## config.mk

```make
export PLATFORM = sky130hd
export DESIGN_NAME = gamepad_report_decoder
export DESIGN_NICKNAME = d
export VERILOG_FILES = /design/src/grd_pkg.sv /design/src/grd_slot_mem.sv /design/src/gamepad_report_decoder.sv
export SDC_FILE = /design/constraint.sdc
export NUM_CORES = 1
export LEC_CHECK = 0
export BUFFER_PORTS_ARGS = -buffer_cell sky130_fd_sc_hd__buf_2
export CORE_MARGIN = 5
export CORE_UTILIZATION = 55
export CTS_CLUSTER_DIAMETER = 200
export DETAILED_ROUTE_END_ITERATION = 8
export MAX_ROUTING_LAYER = met4
export PLACE_DENSITY = 0.81
export REMOVE_ABC_BUFFERS = 1
export SLEW_MARGIN = 20
export SYNTH_ARGS = -nofsm -noshare
export SYNTH_HDL_FRONTEND = slang
export SYNTH_SLANG_ARGS = --single-unit
```

## constraint.sdc

```tcl
create_clock -name clk -period 11.6 [get_ports clk]
set_input_delay 1.16 -clock clk [delete_from_list [all_inputs] [get_ports clk]]
set_output_delay 1.16 -clock clk [all_outputs]
set_load 0.03 [all_outputs]
```

## src/grd_pkg.sv

```systemverilog
// grd_pkg: shared types, constants and helper functions of the gamepad report decoder
// used by grd_slot_mem and gamepad_report_decoder; depends on nothing
`default_nettype none

package grd_pkg;

  // default sizes
  localparam int NUM_SLOTS_DEF        = 8;
  localparam int MIN_REPORT_BYTES_DEF = 24;

  // report buffer and byte counter
  localparam int        STORE_DEPTH = 24;
  localparam int        POS_W       = 7;
  localparam logic [6:0] POS_MAX    = 7'd127;
  localparam logic [7:0] HDR_ID     = 8'h01;

  // byte offsets inside a report
  localparam int OFS_HDR0  = 0;
  localparam int OFS_HDR2  = 2;
  localparam int OFS_BTN0  = 8;
  localparam int OFS_BTN1  = 9;
  localparam int OFS_BTN2  = 10;
  localparam int OFS_TRIGL = 11;
  localparam int OFS_TRIGR = 12;
  localparam int OFS_LX    = 16;
  localparam int OFS_LY    = 18;
  localparam int OFS_RX    = 20;
  localparam int OFS_RY    = 22;

  // configuration register indexes and reset values
  localparam int         CFG_IDX_W          = 2;
  localparam int         CFG_DATA_W         = 15;
  localparam logic [1:0] CFG_PAD_HOLD       = 2'd0;
  localparam logic [1:0] CFG_DPAD_DEADZONE  = 2'd1;
  localparam logic [1:0] CFG_TRIG_THRESHOLD = 2'd2;
  localparam logic [9:0]  PAD_HOLD_RST      = 10'd80;
  localparam logic [14:0] DEADZONE_RST      = 15'd6000;
  localparam logic [7:0]  TRIG_THR_RST      = 8'd40;

  // result button bits
  localparam int BTN_B1 = 0;
  localparam int BTN_B2 = 1;
  localparam int BTN_B3 = 2;
  localparam int BTN_B4 = 3;
  localparam int BTN_L1 = 4;
  localparam int BTN_R1 = 5;
  localparam int BTN_L2 = 6;
  localparam int BTN_R2 = 7;
  localparam int BTN_S1 = 8;
  localparam int BTN_S2 = 9;
  localparam int BTN_L3 = 10;
  localparam int BTN_R3 = 11;
  localparam int BTN_A1 = 12;
  localparam int BTN_L4 = 13;
  localparam int BTN_R4 = 14;
  localparam int BTN_DU = 15;
  localparam int BTN_DD = 16;
  localparam int BTN_DL = 17;
  localparam int BTN_DR = 18;
  localparam int BTN_W  = 19;

  localparam logic [7:0] STICK_CENTER = 8'd128;

  // per-slot held state
  typedef struct packed {
    logic [31:0] touch_time;
    logic [7:0]  held_y;
    logic [7:0]  held_x;
  } grd_slot_t;

  localparam grd_slot_t SLOT_RST = '{touch_time: 32'd0, held_y: STICK_CENTER,
                                     held_x: STICK_CENTER};

  // signed sample to 1..255 with 128 center
  function automatic logic [7:0] to_u8(input logic [15:0] v);
    logic [7:0] s;
    s = v[15:8] ^ 8'h80;
    return (s == 8'd0) ? 8'd1 : s;
  endfunction

  // same, inverted
  function automatic logic [7:0] to_u8_inv(input logic [15:0] v);
    logic [7:0] s;
    s = ~to_u8(v);
    return (s == 8'd0) ? 8'd1 : s;
  endfunction

  // pad coordinates: x offset in low half, flipped y in high half
  function automatic logic [31:0] pad_xy(input logic [15:0] x, input logic [15:0] y);
    logic [15:0] lo;
    logic [15:0] hi;
    lo = x ^ 16'h8000;
    hi = 16'h7FFF - y;
    return {hi, lo};
  endfunction

endpackage

`default_nettype wire

```

## src/grd_slot_mem.sv

```systemverilog
// grd_slot_mem: per-slot state memory, one read and one write port, registered read
// entries not yet written read as the reset state; depends on grd_pkg
`default_nettype none

module grd_slot_mem
  import grd_pkg::*;
#(
  parameter int NUM_SLOTS = NUM_SLOTS_DEF,
  localparam int AW = (NUM_SLOTS > 1) ? $clog2(NUM_SLOTS) : 1
) (
  input  wire logic          clk,
  input  wire logic          rst_n,
  input  wire logic          rd_en,
  input  wire logic [AW-1:0] rd_addr,
  output      grd_slot_t     rd_data,
  input  wire logic          wr_en,
  input  wire logic [AW-1:0] wr_addr,
  input  wire grd_slot_t     wr_data
);

  grd_slot_t              mem [NUM_SLOTS];
  logic [NUM_SLOTS-1:0]   vld_r;
  grd_slot_t              rd_data_r;
  logic                   rd_vld_r;

  // storage write
  always_ff @(posedge clk) begin
    if (wr_en) begin
      mem[wr_addr] <= wr_data;
    end
  end

  // written marks, cleared by reset
  always_ff @(posedge clk) begin
    if (!rst_n) begin
      vld_r <= '0;
    end else if (wr_en) begin
      vld_r[wr_addr] <= 1'b1;
    end
  end

  // registered read
  always_ff @(posedge clk) begin
    if (rd_en) begin
      rd_data_r <= mem[rd_addr];
      rd_vld_r  <= vld_r[rd_addr];
    end
  end

  assign rd_data = rd_vld_r ? rd_data_r : SLOT_RST;

endmodule

`default_nettype wire

```

## src/gamepad_report_decoder.sv

```systemverilog
// gamepad_report_decoder: assembles report bytes, validates, decodes one result per valid report
// depends on grd_pkg and grd_slot_mem
// one byte per cycle while in_tready is high; the last accepted byte of a good report loads
// the decode stage, which moves into the result register while that register is not held.
// the per-slot state memory is read at the last byte and written back when the decode
// stage moves into the result register; a held result stalls input only while the decode
// stage is also occupied.
// synchronous reset clears the byte counter, pipeline valids, config registers to defaults
// and the slot memory written marks, so every slot reads as center stick and time zero.
`default_nettype none

module gamepad_report_decoder
  import grd_pkg::*;
#(
  parameter int NUM_SLOTS        = NUM_SLOTS_DEF,
  parameter int MIN_REPORT_BYTES = MIN_REPORT_BYTES_DEF
) (
  input  wire logic                  clk,
  input  wire logic                  rst_n,
  // input stream
  input  wire logic                  in_tvalid,
  output      logic                  in_tready,
  input  wire logic [39:0]           in_tdata,   // report_byte[7:0], time_ms[39:8]
  input  wire logic [2:0]            in_tuser,   // slot[2:0]
  input  wire logic                  in_tlast,   // last_byte
  // result stream
  output      logic                  out_tvalid,
  input  wire logic                  out_tready,
  // buttons[18:0], left_x[26:19], left_y[34:27], right_x[42:35], right_y[50:43],
  // left_trigger[58:51], right_trigger[66:59], touch_flags[68:67],
  // left_pad_xy[100:69], right_pad_xy[132:101], zero[135:133]
  output      logic [135:0]          out_tdata,
  output      logic [2:0]            out_tuser,  // slot_out[2:0]
  // configuration
  input  wire logic                  cfg_wen,
  input  wire logic [CFG_IDX_W-1:0]  cfg_index,
  input  wire logic [CFG_DATA_W-1:0] cfg_wdata
);

  localparam int AW = (NUM_SLOTS > 1) ? $clog2(NUM_SLOTS) : 1;

  // configuration registers
  logic [9:0]  pad_hold_r;
  logic [14:0] deadzone_r;
  logic [7:0]  trig_thr_r;

  always_ff @(posedge clk) begin
    if (!rst_n) begin
      pad_hold_r <= PAD_HOLD_RST;
      deadzone_r <= DEADZONE_RST;
      trig_thr_r <= TRIG_THR_RST;
    end else if (cfg_wen) begin
      case (cfg_index)
        CFG_PAD_HOLD:       pad_hold_r <= cfg_wdata[9:0];
        CFG_DPAD_DEADZONE:  deadzone_r <= cfg_wdata[14:0];
        CFG_TRIG_THRESHOLD: trig_thr_r <= cfg_wdata[7:0];
        default: ;
      endcase
    end
  end

  // input fields
  logic [7:0]  in_byte;
  logic [31:0] in_time;
  assign in_byte = in_tdata[7:0];
  assign in_time = in_tdata[39:8];

  logic in_acc;
  logic out_stall;
  logic b_valid_r;
  logic b_go;

  assign out_stall = out_tvalid && !out_tready;
  assign b_go      = b_valid_r && !out_stall;
  assign in_tready = !(b_valid_r && out_stall);
  assign in_acc    = in_tvalid && in_tready;

  // report buffer and byte counter
  logic [POS_W-1:0] pos_r, pos_nxt;
  logic [7:0]       store_r [STORE_DEPTH];
  logic [7:0]       view    [STORE_DEPTH];

  always_comb begin
    for (int i = 0; i < STORE_DEPTH; i++) begin
      view[i] = (pos_r == POS_W'(i)) ? in_byte : store_r[i];
    end
  end

  always_ff @(posedge clk) begin
    if (in_acc) begin
      for (int i = 0; i < STORE_DEPTH; i++) begin
        store_r[i] <= view[i];
      end
    end
  end

  always_comb begin
    pos_nxt = pos_r;
    if (in_acc) begin
      if (in_tlast) begin
        pos_nxt = '0;
      end else if (pos_r < POS_MAX) begin
        pos_nxt = pos_r + 1'b1;
      end
    end
  end

  always_ff @(posedge clk) begin
    if (!rst_n) begin
      pos_r <= '0;
    end else begin
      pos_r <= pos_nxt;
    end
  end

  // report check on the last byte
  logic [6:0]    slot_ext;
  logic          a_good;
  logic          rd_en;
  logic [AW-1:0] slot_addr;

  assign slot_ext  = {4'b0000, in_tuser};
  assign slot_addr = slot_ext[AW-1:0];
  assign a_good    = (pos_r >= POS_W'(MIN_REPORT_BYTES - 1))
                     && (view[OFS_HDR0] == HDR_ID) && (view[OFS_HDR2] == HDR_ID)
                     && (slot_ext < 7'(NUM_SLOTS));
  assign rd_en     = in_acc && in_tlast && a_good;

  // decode stage context
  logic [2:0]    b_slot_r;
  logic [AW-1:0] b_addr_r;
  logic [31:0]   b_now_r;
  logic [7:0]    b_btn0_r, b_btn1_r, b_btn2_r, b_trigl_r, b_trigr_r;
  logic [15:0]   b_lx_r, b_ly_r, b_rx_r, b_ry_r;
  logic          b_valid_nxt;

  always_comb begin
    b_valid_nxt = b_valid_r;
    if (rd_en) begin
      b_valid_nxt = 1'b1;
    end else if (b_go) begin
      b_valid_nxt = 1'b0;
    end
  end

  always_ff @(posedge clk) begin
    if (!rst_n) begin
      b_valid_r <= 1'b0;
    end else begin
      b_valid_r <= b_valid_nxt;
    end
  end

  always_ff @(posedge clk) begin
    if (rd_en) begin
      b_slot_r  <= in_tuser;
      b_addr_r  <= slot_addr;
      b_now_r   <= in_time;
      b_btn0_r  <= view[OFS_BTN0];
      b_btn1_r  <= view[OFS_BTN1];
      b_btn2_r  <= view[OFS_BTN2];
      b_trigl_r <= view[OFS_TRIGL];
      b_trigr_r <= view[OFS_TRIGR];
      b_lx_r    <= {view[OFS_LX + 1], view[OFS_LX]};
      b_ly_r    <= {view[OFS_LY + 1], view[OFS_LY]};
      b_rx_r    <= {view[OFS_RX + 1], view[OFS_RX]};
      b_ry_r    <= {view[OFS_RY + 1], view[OFS_RY]};
    end
  end

  // slot state memory
  grd_slot_t slot_rd;
  grd_slot_t slot_wr;

  grd_slot_mem #(
    .NUM_SLOTS(NUM_SLOTS)
  ) u_slot_mem (
    .clk    (clk),
    .rst_n  (rst_n),
    .rd_en  (rd_en),
    .rd_addr(slot_addr),
    .rd_data(slot_rd),
    .wr_en  (b_go),
    .wr_addr(b_addr_r),
    .wr_data(slot_wr)
  );

  // decode, modify slot state
  logic            lt, rt, lclick, engaged, dpad;
  logic [31:0]     elapsed;
  logic [16:0]     lx_s, ly_s, dz_pos, dz_neg;
  logic [BTN_W-1:0] btn;
  logic [7:0]      rx_val, ry_val;

  always_comb begin
    lt     = b_btn2_r[3];
    rt     = b_btn2_r[4];
    lclick = b_btn2_r[1];

    slot_wr            = slot_rd;
    slot_wr.touch_time = lt ? b_now_r : slot_rd.touch_time;
    elapsed            = b_now_r - slot_wr.touch_time;
    engaged            = elapsed < {22'd0, pad_hold_r};
    dpad               = lclick && engaged;

    lx_s   = {b_lx_r[15], b_lx_r};
    ly_s   = {b_ly_r[15], b_ly_r};
    dz_pos = {2'b00, deadzone_r};
    dz_neg = 17'd0 - dz_pos;

    btn             = '0;
    btn[BTN_B1]     = b_btn0_r[7];
    btn[BTN_B2]     = b_btn0_r[5];
    btn[BTN_B3]     = b_btn0_r[6];
    btn[BTN_B4]     = b_btn0_r[4];
    btn[BTN_L1]     = b_btn0_r[3];
    btn[BTN_R1]     = b_btn0_r[2];
    btn[BTN_L2]     = (b_trigl_r >= trig_thr_r) || b_btn0_r[1];
    btn[BTN_R2]     = (b_trigr_r >= trig_thr_r) || b_btn0_r[0];
    btn[BTN_S1]     = b_btn1_r[4];
    btn[BTN_S2]     = b_btn1_r[6];
    btn[BTN_A1]     = b_btn1_r[5];
    btn[BTN_L4]     = b_btn1_r[7];
    btn[BTN_R4]     = b_btn2_r[0];
    btn[BTN_R3]     = b_btn2_r[2];
    btn[BTN_L3]     = lclick && !engaged;

    // shared click as d-pad, else sample the stick while the pad is untouched
    if (dpad) begin
      btn[BTN_DU] = $signed(ly_s) > $signed(dz_pos);
      btn[BTN_DD] = $signed(ly_s) < $signed(dz_neg);
      btn[BTN_DL] = $signed(lx_s) < $signed(dz_neg);
      btn[BTN_DR] = $signed(lx_s) > $signed(dz_pos);
    end else if (!lt) begin
      slot_wr.held_x = to_u8(b_lx_r);
      slot_wr.held_y = to_u8_inv(b_ly_r);
    end

    rx_val = rt ? to_u8(b_rx_r)     : STICK_CENTER;
    ry_val = rt ? to_u8_inv(b_ry_r) : STICK_CENTER;
  end

  // result register
  logic         out_valid_r, out_valid_nxt;
  logic [135:0] out_data_r;
  logic [2:0]   out_slot_r;

  always_comb begin
    out_valid_nxt = out_valid_r;
    if (b_go) begin
      out_valid_nxt = 1'b1;
    end else if (out_tready) begin
      out_valid_nxt = 1'b0;
    end
  end

  always_ff @(posedge clk) begin
    if (!rst_n) begin
      out_valid_r <= 1'b0;
    end else begin
      out_valid_r <= out_valid_nxt;
    end
  end

  always_ff @(posedge clk) begin
    if (b_go) begin
      out_slot_r <= b_slot_r;
      out_data_r <= {3'b000, pad_xy(b_rx_r, b_ry_r), pad_xy(b_lx_r, b_ly_r), rt, lt,
                     b_trigr_r, b_trigl_r, ry_val, rx_val,
                     slot_wr.held_y, slot_wr.held_x, btn};
    end
  end

  assign out_tvalid = out_valid_r;
  assign out_tdata  = out_data_r;
  assign out_tuser  = out_slot_r;

  // checks that a slot read never overlaps a pending decode; input flow control does not prevent it
  a_rd_no_overlap: assert property (@(posedge clk) disable iff (!rst_n)
    rd_en |-> !b_valid_r)
    else $error("slot read while decode stage busy");

  // read data reaches the decode stage in the next cycle and stays until that stage moves on
  a_rd_to_decode: assert property (@(posedge clk) disable iff (!rst_n)
    rd_en |=> b_valid_r)
    else $error("decode stage missed slot read");

  // a decoded report always lands in the result register
  a_decode_to_out: assert property (@(posedge clk) disable iff (!rst_n)
    b_go |=> out_valid_r)
    else $error("decoded result lost");

endmodule

`default_nettype wire
```

==> results_dict.tcl <==
set metrics [dict create \
    routedWlPerCell_um 25.44 \
    slew_violations 0 \
    yosysSeqAreaShare 0.6903 \
    dpl.hpwl_um 55040 \
    yosysMostFrequentCell "edfxtp_1" \
    rsz0062_at_grt "no" \
    maxCapViolCount 0 \
    fin_nets 2679 \
    ant_nets 0 \
    netlist_instances 2289 \
    numCtsBuffers 85 \
    combPwrFrac 0.031 \
    cts.sinks 864 \
    crit_arrival_ns 7.22 \
    synth.top_cell.area_share 0.6632 \
    yosysUniqueCellTypes 88 \
    crit_type "reg2reg" \
    start_util 0.5518 \
    grt_pass1_wl_um 129800 \
    viasPerCell 6.163 \
    ys.flop_type "edfxtp_1" \
    setup_tns_ns 0 \
    cp_slowest_cell "o21ai_0" \
    grt_max_degree 84 \
    ios 207 \
    setup_viol 0 \
    synthTopCellsByArea "edfxtp_1, mux4_2, mux2_2" \
    status "completed" \
    cts_tree "yes" \
    vias 21190 \
    drc_errors 0 \
    highest_layer "met4" \
    dieArea_mm2 0.07229 \
    post_cts_buffers 0 \
    ys_top_cells_by_count "edfxtp_1, mux2_2, nand2_1" \
    met2WireLength_um 43570 \
    synth_area_mm2 0.03686 \
    maxSlewHeadroom 0.2533 \
    antenna_found_initial 1 \
    min_period_ns 6.892 \
    worstHoldPathType "reg2reg" \
    synth_seq_cells 864 \
    ys_async_sr_fraction 0 \
    die_x_um 268.9 \
    worstSetupStartpointType "flip-flop" \
    min_period_over_period 0.5942 \
    htree_num_levels 3 \
    path_cells "buf_4, buf_4, inv_1, o21ai_0, ha_1, inv_1, ha_1, a21oi_1, o22ai_1, nand2_1, xor2_1, ha_1, a21o_1, a21oi_1, o21ai_0, a21oi_1, nand4_1, nor4_1, nand4b_1, nor4_2, nand4_1, o41a_1, buf_4, mux2i_1" \
    gp_congestion 0.9695 \
    drt_wl_total_um 87480 \
    grt-ovfl-total 0 \
    grt_pass1_vias 21510 \
    met1Wirelength_um 35820 \
    clock_latency_ns 0.64 \
    tightest_slew_ns 1.120 \
    drt_iter0_markers 1910 \
    yosys_warnings 0 \
    synth-edff-count 814 \
    seqPwrFrac 0.544 \
    endpoint_kind "flip-flop" \
    layout-drive-gt1-share 0.2565 \
    final_cell_count_no_fill 3439 \
    peakVddDrop_mv 0.1590 \
    cpPeakStageDelay_ns 0.71 \
    intPower_uw 5037 \
    switchingPower_uw 1250 \
    root_buffer "clkbuf_16" \
    dieHeight_um 268.9 \
    p_per_area_mw_per_mm2 151.6 \
    first_pass_iters 6 \
    areaGrowthSynthToFinish_pct 12.53 \
    crit_required_ns 11.93 \
    max_freq_mhz 145.1 \
    hold_violations 0 \
    port_buffers 203 \
    swShare 0.1988 \
    syn_avg_cell_area_um2 16.10 \
    yosys.area.top_type "edfxtp_1" \
    placedCellCount 3288 \
    dr_wl_met3_um 6057 \
    cts_hold_repair.buffers 0 \
    finalClockSkew_ns 0.02989 \
    cp_max_fo 59 \
    rows 95 \
    grt_usage 0.2446 \
    clk_pin_slew_ns 0.06 \
    post_cts_resized 0 \
    clockBufferDepth 3 \
    p_leak_uw 0.01455 \
    coreArea_mm2 0.06680 \
    power.clock.fraction 0.425 \
]
## path summary, 6_finish.rpt
path                    startpoint                        endpoint  slack (ns)  depth (start not counted)
max          b_btn2_r[3]$_DFFE_PP_  u_slot_mem.mem[5][2]$_DFFE_PP_        4.71                         24
min          b_btn2_r[2]$_DFFE_PP_         out_tdata[11]$_DFFE_PP_        0.42                          0
min reg2reg  b_btn2_r[2]$_DFFE_PP_         out_tdata[11]$_DFFE_PP_        0.42                          0
max reg2reg  b_btn2_r[3]$_DFFE_PP_  u_slot_mem.mem[5][2]$_DFFE_PP_        4.71                         24
## power groups by stage
stage          Sequential, uW  Clock (uW)  Combinational (uW)
3_5_place_dp             3480           0                 192
5_1_grt                  3420        2850                 211
6_report                 3420        2680                 194
3_3_place_gp             3480           0                 185
4_1_cts                  3420        2710                 194
2_1_floorplan            3480           0                 114
## sequential cells by signal, indices dropped and copies added, names as in the netlist, 3 cells and up
signal / cells
b_addr_r: 3
b_btn0_r: 8
b_btn1_r: 4
b_btn2_r: 5
b_lx_r: 16
b_ly_r: 16
b_now_r: 32
b_rx_r: 16
b_ry_r: 16
b_trigl_r: 8
b_trigr_r: 8
deadzone_r: 15
out_tdata: 133
out_tuser: 3
pad_hold_r: 10
pos_r: 7
store_r: 113
trig_thr_r: 8
u_slot_mem.mem: 384
u_slot_mem.rd_data_r: 48
u_slot_mem.vld_r: 8
## cell type report
class	instances	area (um2)
antenna	1	2.502
clock buffer	107	2302
clock inverter	43	400.4
fill	4670	25330
inverter	113	429.2
multi-input combinational	1213	10610
sequential	864	25440
tap	873	1092
timing repair buffer	225	1192
## layer usage
metal	GRT usage	vias up
li1	-	9308
met1	0.3280	10810
met2	0.3974	920
met3	0.03759	157
met4	0.06845	0
met5	-	-
## cell families (layout without fill, tap and decap cells)
kind of cell,after synthesis,count (layout),share of synthesized area
mux,289,289,0.1175
flops,864,864,0.6903
other cells,1,4,0.0001017
buf+inv,214,488,0.02410
fa+ha+maj,111,111,0.03768
simple gates,440,440,0.05940
xor+xnor,44,44,0.01046
compound gates,326,326,0.06046
## placed cells by master (no fill, tap or decap), types with 50 or more instances in the layout
cell,count
mux4_2,98
ha_1,111
nor2_1,86
nand2_1,146
inv_1,112
clkbuf_16,87
a21oi_1,65
buf_2,200
o21ai_0,64
dfxtp_1,50
edfxtp_1,814
mux2_2,165
## through the flow
step	hold slack (ns)	utilization	instance area (um2)	total power, uW	setup slack, ns
3_3_place_gp	0.4051	0.5803	38760	3667	5.165
4_1_cts	0.4197	0.6208	41470	6322	4.850
5_1_grt	0.4260	0.6209	41480	6477	4.250
2_1_floorplan	0.4003	-	36400	3596	-0.5914
3_5_place_dp	0.4045	0.5803	38760	3675	4.919
6_report	0.4189	0.6209	41480	6287	4.708
## worst max-delay path, delay by kind of cell (launching register included)
kind / cells / cell delay [ns]
AND/OR/NAND/NOR: 6 / 1.19
AO/OA/AOI/OAI: 8 / 2.08
adder cells (fa/ha/maj): 3 / 0.74
buffers and inverters: 5 / 1.44
XOR/XNOR: 1 / 0.18
flip-flops: 1 / 0.32
multiplexers: 1 / 0.59
No activity file was read; power rests on OpenSTA's default activity.
